[config.mk]
export PLATFORM = sky130hd
export DESIGN_NAME = char_lcd_nibble_sequencer_top
export DESIGN_NICKNAME = d
export VERILOG_FILES = /design/src/design/clns_pkg.sv /design/src/design/clns_ctrl.sv /design/src/design/clns_dp.sv /design/src/design/char_lcd_nibble_sequencer_top.sv
export VERILOG_INCLUDE_DIRS = /design/src /design/src/design
export SDC_FILE = /design/constraint.sdc
export NUM_CORES = 1
export LEC_CHECK = 0
export BUFFER_PORTS_ARGS = -buffer_cell sky130_fd_sc_hd__buf_2
export CAP_MARGIN = 20
export CORE_UTILIZATION = 57
export DETAILED_ROUTE_END_ITERATION = 12
export PLACE_DENSITY_LB_ADDON = 0.2
export REMOVE_ABC_BUFFERS = 1
export SYNTH_ARGS = -nofsm -noshare
export SYNTH_HDL_FRONTEND = slang
export SYNTH_SLANG_ARGS = --single-unit
[constraint.sdc]
create_clock -name aclk -period 3.95 [get_ports aclk]
set_input_delay 0.395 -clock aclk [delete_from_list [all_inputs] [get_ports aclk]]
set_output_delay 0.395 -clock aclk [all_outputs]
set_load 0.03 [all_outputs]
[src/design/char_lcd_nibble_sequencer_top_macros.svh]
// Assertion macros for the character LCD nibble sequencer.
// Used by the top level only; needs a clock aclk and a reset aresetn in scope.
`ifndef CHAR_LCD_NIBBLE_SEQUENCER_TOP_MACROS_SVH
`define CHAR_LCD_NIBBLE_SEQUENCER_TOP_MACROS_SVH

// checked only outside reset
`define CLNS_ASSERT(lbl, prop, msg) \
    lbl: assert property (@(posedge aclk) disable iff (!aresetn) prop) else $error(msg);

// checked during reset as well
`define CLNS_ASSERT_RST(lbl, prop, msg) \
    lbl: assert property (@(posedge aclk) prop) else $error(msg);

`endif

[src/design/clns_pkg.sv]
// Shared types and constants for the character LCD nibble sequencer.
// No dependencies.
package clns_pkg;

    typedef enum logic [3:0] {
        OP_INIT   = 4'd0,
        OP_CMD    = 4'd1,
        OP_DATA   = 4'd2,
        OP_CLEAR  = 4'd3,
        OP_GOTO   = 4'd4,
        OP_GOTO_CH = 4'd5,
        OP_SETCUR = 4'd6,
        OP_LEFT   = 4'd7,
        OP_RIGHT  = 4'd8
    } op_t;

    typedef enum logic [1:0] {
        REG_FUNCTION_SET = 2'd0,
        REG_DISPLAY_ON   = 2'd1,
        REG_CLEAR        = 2'd2,
        REG_ENTRY_MODE   = 2'd3
    } cfg_reg_t;

    typedef enum logic {
        ST_IDLE = 1'b0,
        ST_EMIT = 1'b1
    } state_t;

    localparam int unsigned IDX_W  = 4;   // up to 13 phases per request
    localparam int unsigned WAIT_W = 19;

    localparam logic [7:0] ROW1_BASE   = 8'h7F;
    localparam logic [7:0] ROW2_BASE   = 8'hBF;
    localparam logic [7:0] ROW3_BASE   = 8'h8F;
    localparam logic [7:0] ROW4_BASE   = 8'hCF;
    localparam logic [7:0] LINE0_BASE  = 8'h80;
    localparam logic [7:0] LINE1_BASE  = 8'hC0;
    localparam logic [7:0] SHIFT_LEFT  = 8'h18;
    localparam logic [7:0] SHIFT_RIGHT = 8'h1C;

    localparam logic [WAIT_W-1:0] WAIT_POWER_UP = 19'd15000;
    localparam logic [WAIT_W-1:0] WAIT_WAKE_LONG = 19'd5000;
    localparam logic [WAIT_W-1:0] WAIT_WAKE_SHORT = 19'd100;
    localparam logic [WAIT_W-1:0] WAIT_MODE_4BIT = 19'd40;
    localparam logic [WAIT_W-1:0] WAIT_BYTE     = 19'd1000;
    localparam logic [WAIT_W-1:0] WAIT_CLEAR    = 19'd3000;
    localparam logic [WAIT_W-1:0] WAIT_SETCUR   = 19'd1050;
    localparam logic [WAIT_W-1:0] WAIT_SHIFT    = 19'd501000;

    localparam logic [3:0] NIB_WAKE = 4'h3;
    localparam logic [3:0] NIB_4BIT = 4'h2;

    localparam logic [IDX_W-1:0] INIT_BYTES_START = 4'd5;
    localparam logic [IDX_W-1:0] INIT_LAST_IDX    = 4'd12;

    // one bus phase
    typedef struct packed {
        logic              strobe;
        logic              rs;
        logic [3:0]        nibble;
        logic [WAIT_W-1:0] wait_us;
        logic              bad;
        logic              last;
    } phase_t;

    // controller -> datapath
    typedef struct packed {
        logic             load_req;
        logic             load_out;
        logic [IDX_W-1:0] idx;
    } dp_cmd_t;

    // datapath -> controller
    typedef struct packed {
        logic no_phases;   // opcode outside the defined set
        logic last_phase;  // phase at idx closes the request
    } dp_stat_t;

endpackage

[src/design/clns_ctrl.sv]
// Controller FSM of the character LCD nibble sequencer.
// Depends on clns_pkg; drives the datapath through dp_cmd_t.
module clns_ctrl (
    input  logic                aclk,
    input  logic                aresetn,
    input  logic                s_valid,
    output logic                s_ready,
    output logic                m_valid,
    input  logic                m_ready,
    input  clns_pkg::dp_stat_t  stat,
    output clns_pkg::dp_cmd_t   cmd
);
    import clns_pkg::*;

    state_t           state_reg, state_next;
    logic [IDX_W-1:0] idx_reg, idx_next;
    logic             m_valid_reg, m_valid_next;
    logic             out_free;

    always_ff @(posedge aclk) begin
        if (!aresetn) begin
            state_reg   <= ST_IDLE;
            idx_reg     <= '0;
            m_valid_reg <= 1'b0;
        end else begin
            state_reg   <= state_next;
            idx_reg     <= idx_next;
            m_valid_reg <= m_valid_next;
        end
    end

    assign out_free = !m_valid_reg || m_ready;

    always_comb begin
        state_next   = state_reg;
        idx_next     = idx_reg;
        m_valid_next = m_valid_reg && !m_ready;
        cmd.load_req = 1'b0;
        cmd.load_out = 1'b0;
        cmd.idx      = idx_reg;
        s_ready      = 1'b0;
        case (state_reg)
            ST_IDLE: begin
                s_ready = 1'b1;
                if (s_valid) begin
                    cmd.load_req = 1'b1;
                    idx_next     = '0;
                    state_next   = ST_EMIT;
                end
            end
            ST_EMIT: begin
                if (stat.no_phases) begin
                    state_next = ST_IDLE;
                end else if (out_free) begin
                    cmd.load_out = 1'b1;
                    m_valid_next = 1'b1;
                    idx_next     = idx_reg + 1'b1;
                    if (stat.last_phase) begin
                        state_next = ST_IDLE;
                    end
                end
            end
            default: begin
                state_next = ST_IDLE;
            end
        endcase
    end

    assign m_valid = m_valid_reg;

endmodule

[src/design/clns_dp.sv]
// Datapath of the character LCD nibble sequencer: request latch, config
// registers, phase decode and output register. Depends on clns_pkg.
module clns_dp (
    input  logic                     aclk,
    input  logic                     aresetn,
    input  clns_pkg::dp_cmd_t        cmd,
    output clns_pkg::dp_stat_t       stat,
    input  logic [3:0]               s_opcode,
    input  logic [7:0]               s_byte_value,
    input  logic [2:0]               s_row,
    input  logic [7:0]               s_column,
    input  logic                     cfg_wr_en,
    input  logic [1:0]               cfg_index,
    input  logic [7:0]               cfg_wr_data,
    output clns_pkg::phase_t         out_phase
);
    import clns_pkg::*;

    logic [7:0] func_set_reg, disp_on_reg, clear_reg, entry_reg;
    op_t        op_reg;
    logic [7:0] bv_reg;
    logic [2:0] row_reg;
    logic [7:0] col_reg;
    phase_t     out_reg;

    phase_t           ph;
    logic [7:0]       row_base, addr, sel_byte;
    logic             row_ok, is_byte, hi, rs;
    logic [WAIT_W-1:0] lo_wait;
    logic [IDX_W-1:0] init_off;
    logic [IDX_W-1:0] idx;

    // config registers
    always_ff @(posedge aclk) begin
        if (!aresetn) begin
            func_set_reg <= 8'd40;
            disp_on_reg  <= 8'd12;
            clear_reg    <= 8'd1;
            entry_reg    <= 8'd6;
        end else if (cfg_wr_en) begin
            case (cfg_reg_t'(cfg_index))
                REG_FUNCTION_SET: func_set_reg <= cfg_wr_data;
                REG_DISPLAY_ON:   disp_on_reg  <= cfg_wr_data;
                REG_CLEAR:        clear_reg    <= cfg_wr_data;
                REG_ENTRY_MODE:   entry_reg    <= cfg_wr_data;
                default: ;
            endcase
        end
    end

    // request latch and output register (payload only)
    always_ff @(posedge aclk) begin
        if (cmd.load_req) begin
            op_reg  <= op_t'(s_opcode);
            bv_reg  <= s_byte_value;
            row_reg <= s_row;
            col_reg <= s_column;
        end
        if (cmd.load_out) begin
            out_reg <= ph;
        end
    end

    assign idx    = cmd.idx;
    assign row_ok = row_reg inside {[3'd1:3'd4]};

    always_comb begin
        case (row_reg)
            3'd1:    row_base = ROW1_BASE;
            3'd2:    row_base = ROW2_BASE;
            3'd3:    row_base = ROW3_BASE;
            3'd4:    row_base = ROW4_BASE;
            default: row_base = ROW1_BASE;
        endcase
        if (op_reg == OP_SETCUR) begin
            row_base = (row_reg == 3'd0) ? LINE0_BASE : LINE1_BASE;
        end
    end

    assign addr     = row_base + col_reg;
    assign init_off = idx - INIT_BYTES_START;

    always_comb begin
        ph       = '0;
        is_byte  = 1'b0;
        hi       = 1'b0;
        rs       = 1'b0;
        sel_byte = '0;
        lo_wait  = WAIT_BYTE;
        case (op_reg)
            OP_INIT: begin
                ph.last = (idx == INIT_LAST_IDX);
                case (idx)
                    4'd0: ph.wait_us = WAIT_POWER_UP;
                    4'd1: begin
                        ph.strobe  = 1'b1;
                        ph.nibble  = NIB_WAKE;
                        ph.wait_us = WAIT_WAKE_LONG;
                    end
                    4'd2: begin
                        ph.strobe  = 1'b1;
                        ph.nibble  = NIB_WAKE;
                        ph.wait_us = WAIT_WAKE_SHORT;
                    end
                    4'd3: begin
                        ph.strobe  = 1'b1;
                        ph.nibble  = NIB_WAKE;
                        ph.wait_us = WAIT_WAKE_LONG;
                    end
                    4'd4: begin
                        ph.strobe  = 1'b1;
                        ph.nibble  = NIB_4BIT;
                        ph.wait_us = WAIT_MODE_4BIT;
                    end
                    default: begin
                        is_byte = 1'b1;
                        hi      = !init_off[0];
                        case (init_off[2:1])
                            2'd0:    sel_byte = func_set_reg;
                            2'd1:    sel_byte = disp_on_reg;
                            2'd2:    sel_byte = clear_reg;
                            default: sel_byte = entry_reg;
                        endcase
                    end
                endcase
            end
            OP_CMD, OP_DATA: begin
                is_byte  = 1'b1;
                hi       = !idx[0];
                rs       = (op_reg == OP_DATA);
                sel_byte = bv_reg;
                ph.last  = idx[0];
            end
            OP_CLEAR: begin
                is_byte  = 1'b1;
                hi       = !idx[0];
                sel_byte = clear_reg;
                lo_wait  = WAIT_CLEAR;
                ph.last  = idx[0];
            end
            OP_GOTO, OP_GOTO_CH: begin
                if (!row_ok) begin
                    ph.bad  = 1'b1;
                    ph.last = 1'b1;
                end else begin
                    is_byte  = 1'b1;
                    hi       = !idx[0];
                    rs       = idx[1];
                    sel_byte = idx[1] ? bv_reg : addr;
                    ph.last  = (op_reg == OP_GOTO) ? idx[0] : (idx[1] && idx[0]);
                end
            end
            OP_SETCUR: begin
                if (idx == '0) begin
                    ph.wait_us = WAIT_BYTE;
                end else begin
                    is_byte  = 1'b1;
                    hi       = idx[0];
                    sel_byte = addr;
                    lo_wait  = WAIT_SETCUR;
                    ph.last  = idx[1];
                end
            end
            OP_LEFT, OP_RIGHT: begin
                is_byte  = 1'b1;
                hi       = !idx[0];
                sel_byte = (op_reg == OP_LEFT) ? SHIFT_LEFT : SHIFT_RIGHT;
                lo_wait  = WAIT_SHIFT;
                ph.last  = idx[0];
            end
            default: ;
        endcase
        if (is_byte) begin
            ph.strobe  = 1'b1;
            ph.rs      = rs;
            ph.nibble  = hi ? sel_byte[7:4] : sel_byte[3:0];
            ph.wait_us = hi ? '0 : lo_wait;
        end
    end

    assign stat.no_phases  = !(op_reg inside {[OP_INIT:OP_RIGHT]});
    assign stat.last_phase = ph.last;
    assign out_phase       = out_reg;

endmodule

[src/design/char_lcd_nibble_sequencer_top.sv]
// Top level of the character LCD nibble sequencer (4-bit HD44780-style bus).
// Depends on clns_pkg, clns_ctrl, clns_dp and the assertion macro header.
//
// One request item expands into a run of bus phase items, one per cycle
// while m_ready is high: init gives 13, command/data/clear/shift give 2,
// goto gives 2, goto plus char 4, set-cursor 3, a goto with a row outside
// 1..4 gives a single phase flagged bad_request, and opcodes 9..15 give
// none. The block takes one request at a time: a request is accepted in
// the idle state, the next cycle starts phase generation and one phase is
// loaded into the output register per cycle while that register is free
// (empty or taken by m_ready); s_ready stays low until the last phase of
// the request is loaded, or until an opcode that emits nothing is dropped.
// The output register lets a new request be taken while the last phase
// of the previous one still waits on m_ready. Config registers are
// written through cfg_wr_en / cfg_index / cfg_wr_data and must only
// change while the block is idle.
module char_lcd_nibble_sequencer_top (
    input  logic        aclk,
    input  logic        aresetn,
    // request channel
    input  logic        s_valid,
    output logic        s_ready,
    input  logic [3:0]  s_opcode,
    input  logic [7:0]  s_byte_value,
    input  logic [2:0]  s_row,
    input  logic [7:0]  s_column,
    // phase channel
    output logic        m_valid,
    input  logic        m_ready,
    output logic        m_strobe_res,
    output logic        m_reg_select,
    output logic [3:0]  m_nibble,
    output logic [18:0] m_wait_us,
    output logic        m_bad_request,
    output logic        m_last,
    // config write port
    input  logic        cfg_wr_en,
    input  logic [1:0]  cfg_index,
    input  logic [7:0]  cfg_wr_data
);
    import clns_pkg::*;

`include "char_lcd_nibble_sequencer_top_macros.svh"

    dp_cmd_t  cmd;
    dp_stat_t stat;
    phase_t   out_phase;

    // FSM: idle / emitting, phase index, output valid
    clns_ctrl u_ctrl (
        .aclk    (aclk),
        .aresetn (aresetn),
        .s_valid (s_valid),
        .s_ready (s_ready),
        .m_valid (m_valid),
        .m_ready (m_ready),
        .stat    (stat),
        .cmd     (cmd)
    );

    // request latch, config registers, phase decode, output register
    clns_dp u_dp (
        .aclk         (aclk),
        .aresetn      (aresetn),
        .cmd          (cmd),
        .stat         (stat),
        .s_opcode     (s_opcode),
        .s_byte_value (s_byte_value),
        .s_row        (s_row),
        .s_column     (s_column),
        .cfg_wr_en    (cfg_wr_en),
        .cfg_index    (cfg_index),
        .cfg_wr_data  (cfg_wr_data),
        .out_phase    (out_phase)
    );

    assign m_strobe_res  = out_phase.strobe;
    assign m_reg_select  = out_phase.rs;
    assign m_nibble      = out_phase.nibble;
    assign m_wait_us     = out_phase.wait_us;
    assign m_bad_request = out_phase.bad;
    assign m_last        = out_phase.last;

    // a flagged request closes at once and never strobes
    `CLNS_ASSERT(a_bad_is_final, m_valid && m_bad_request |-> m_last && !m_strobe_res, "bad request phase not final")
    // wait-only phases drive idle bus levels
    `CLNS_ASSERT(a_wait_only_idle, m_valid && !m_strobe_res |-> m_nibble == 4'h0 && !m_reg_select, "wait-only phase with bus data")
    // one request at a time
    `CLNS_ASSERT(a_busy_after_accept, s_valid && s_ready |=> !s_ready, "request accepted while busy")
    // reset empties the output register
    `CLNS_ASSERT_RST(a_reset_clears_out, !aresetn |=> !m_valid, "output valid after reset")

endmodule

==> metrics.txt <==
Mapped Area=4290 um^2; total die area=7870 um^2; HP Class=in2reg; total power=1900 uW; Clock Tree Root=clkbuf_8; Max-Cap Viols=0; EDFF count, synth=44; share of layout cells above drive strength 1=21.0%; ANT nets after route=0; Fin Setup TNS=0 ps; most frequent cells in the layout=64 x buf_2, 62 x nand2_1, 44 x edfxtp_1; first-pass GRT wire length=15000 um; largest net degree at the start of global routing=38; Reg area=2080 um^2; Max rail drop VDD=0.214 mV; run status=complete, no violations; DRC Markers=0; final setup margin=678 ps; Syn. warnings=0; clock transition at the registers of the reported paths=80 ps; GRT Total Usage=25.9%; leakage power=0.00193 uW; cell breakdown of the critical path=and4bb_2 -> inv_1 -> ha_1 -> fa_1 -> a211oi_1 -> nor2_1 -> xor2_1 -> a221oi_1 -> a21oi_1; routed len/inst=16.6 um; asr flop ratio synth=0%; Cell variety after synth=63; Final Hold Viols=0; Core Box Area=7250 um^2; postcts setup bufs=0; FF-to-FF Start=u_dp.op_reg[1]; total gr overflow=0; CP startpoint=u_dp.op_reg[1]; Final Cycle Share=82.8%; crit end category=flop; commonest non-fill, non-tap cell in the layout=buf_2; Worst-Margin Slew=944 ps; NumNets Final=508; vias in the first global route=3011; CTS tree=built; post-CTS sizing=0; Sink Count=82; Crit Path Max Fanout=18; DRT iter0 DRCs=175; Max stage delay on crit path=730 ps; pwr dens=393 nW/um^2; Synth Area per Inst=10.6 um^2; clock insertion delay at the later pin of the skew report=350 ps; GPL Wtd Cong=0.920; max reg flops=21; crit start category=flop; vias=3231; Seq/Total Area, Yosys=48.6%; skew final=5.87 ps; Rel. slew slack=37.0%; CP Data Required Time=4050 ps; Die X=88.7 um; R2R Setup Slk=680 ps; fmax=306 MHz; predominant post-synthesis flop cell=edfxtp_1; Multi-input gate area=2030 um^2; RR Endpoint=u_dp.out_phase[21]; synthesized instance count=403; Max Slew Vio Count=0; initial core utilization=59.1%; Layout area overhead=12.9%; diodes inserted=0; Final min period=3270 ps; H-tree Lvls=3; final setup violation count=0; clock buffer depth=2; IO buf count=64; worst slack at placement=835 ps; Fill cells=575; cts bufs inserted=9; Pre-antenna DRT Iters=5; row count=31; Slowest-stage cell, CP=edfxtp_1; WS Path Type=reg2reg; # IOs=67; CP arrival=3370 ps; hold buffer count at CTS=0; unrepaired setup endpoints after global routing=false; vias per cell=5.76; Post-DP HPWL=6780 um; Worst Setup EP=u_dp.out_phase[21]; #FFs+latches synth=82; chip height=88.7 um; WL final=9320 um; depth of the most critical reg-to-reg path=9; initial antenna violation count=0
worst max-delay path: cells and delay by family, from the launching register on:
kind                       cells  cell delay (ps)
buffers and inverters          1              200
and+or+nand+nor                2              520
adders and majority gates      2              730
DFF                            1              730
xor gates and xnor gates       1              150
AOI/OAI and AO/OA              3              670
layout make-up:
class / instances / share of cell area (%)
inverters: 9 / 0.698
repair buffers: 69 / 7.39
flip-flops and latches: 82 / 43.0
multi-input cells: 286 / 42.0
clock inverters: 6 / 1.68
well taps: 99 / 2.56
clock buffers: 10 / 2.64
worst min-delay path by stage:
stage	start	endpoint	slack, ps	depth (start not counted)
2_1_floorplan	u_dp.entry_reg[2]	u_dp.entry_reg[2]	430	2
3_3_place_gp	u_dp.disp_on_reg[2]	u_dp.disp_on_reg[2]	440	2
3_5_place_dp	u_dp.disp_on_reg[2]	u_dp.disp_on_reg[2]	460	2
4_1_cts	s_byte_value[0]	u_dp.bv_reg[0]	200	1
5_1_grt	s_column[3]	u_dp.col_reg[3]	200	1
6_report	s_byte_value[0]	u_dp.bv_reg[0]	210	1
logic make-up after synthesis:
| kind of cell | count (synthesis) | share of synthesized area (%) |
|---|---|---|
| simple gates | 150 | 17.1 |
| flops | 82 | 48.6 |
| compound gates | 79 | 13.5 |
| buf+inv | 36 | 4.09 |
| mux | 31 | 10.4 |
| fa+ha+maj | 13 | 3.97 |
| xor+xnor | 11 | 2.25 |
| other cells | 1 | 0.0875 |
cell usage after synthesis (4+ instances only):
library cell / number / area share (%)
nand2_1: 62 / 5.4
edfxtp_1: 44 / 31
dfxtp_1: 38 / 18
nor2_1: 25 / 2.2
mux2i_1: 21 / 4.9
nor2b_1: 16 / 2.3
a21boi_0: 15 / 2.6
clkbuf_1: 15 / 1.3
a21oi_1: 13 / 1.5
ha_1: 12 / 3.5
nand3_1: 9 / 1.1
o21ai_0: 9 / 1.1
inv_1: 8 / 0.70
nor3_1: 7 / 0.82
a211oi_1: 6 / 1.1
buf_4: 6 / 1.1
xor2_1: 6 / 1.2
mux4_1: 5 / 3.1
xnor2_1: 5 / 1.0
a21o_1: 4 / 0.70
a22o_1: 4 / 0.82
a22oi_1: 4 / 0.70
and2_1: 4 / 0.58
power by group:
group	switching [uW]	total, uW	internal [uW]
Sequential	27.0	971	944
Clock	292	644	351
Combinational	168	285	118
Total	487	1900	1410
through the flow:
| step | instances | hold WS (ps) | cell area, um^2 | util, % |
|---|---|---|---|---|
| floorplan | 377 | 430 | 4150 | - |
| global placement | 545 | 443 | 4630 | 63.8 |
| detailed placement | 545 | 459 | 4630 | 63.8 |
| CTS | 561 | 199 | 4840 | 66.7 |
| global route | 561 | 198 | 4840 | 66.7 |
| finish | 561 | 214 | 4840 | 66.7 |
per-layer routing:
layer,part of all wire [%],routed length (um),global-route usage [%],vias to the layer above
li1,-,-,-,1560
met1,44,4090,33.7,1529
met2,49,4550,42.4,119
met3,4.5,422,4.57,23
met4,2.8,263,11.7,0
met5,0,0,0,-
Note: power is estimated with default switching activity, not from simulation.
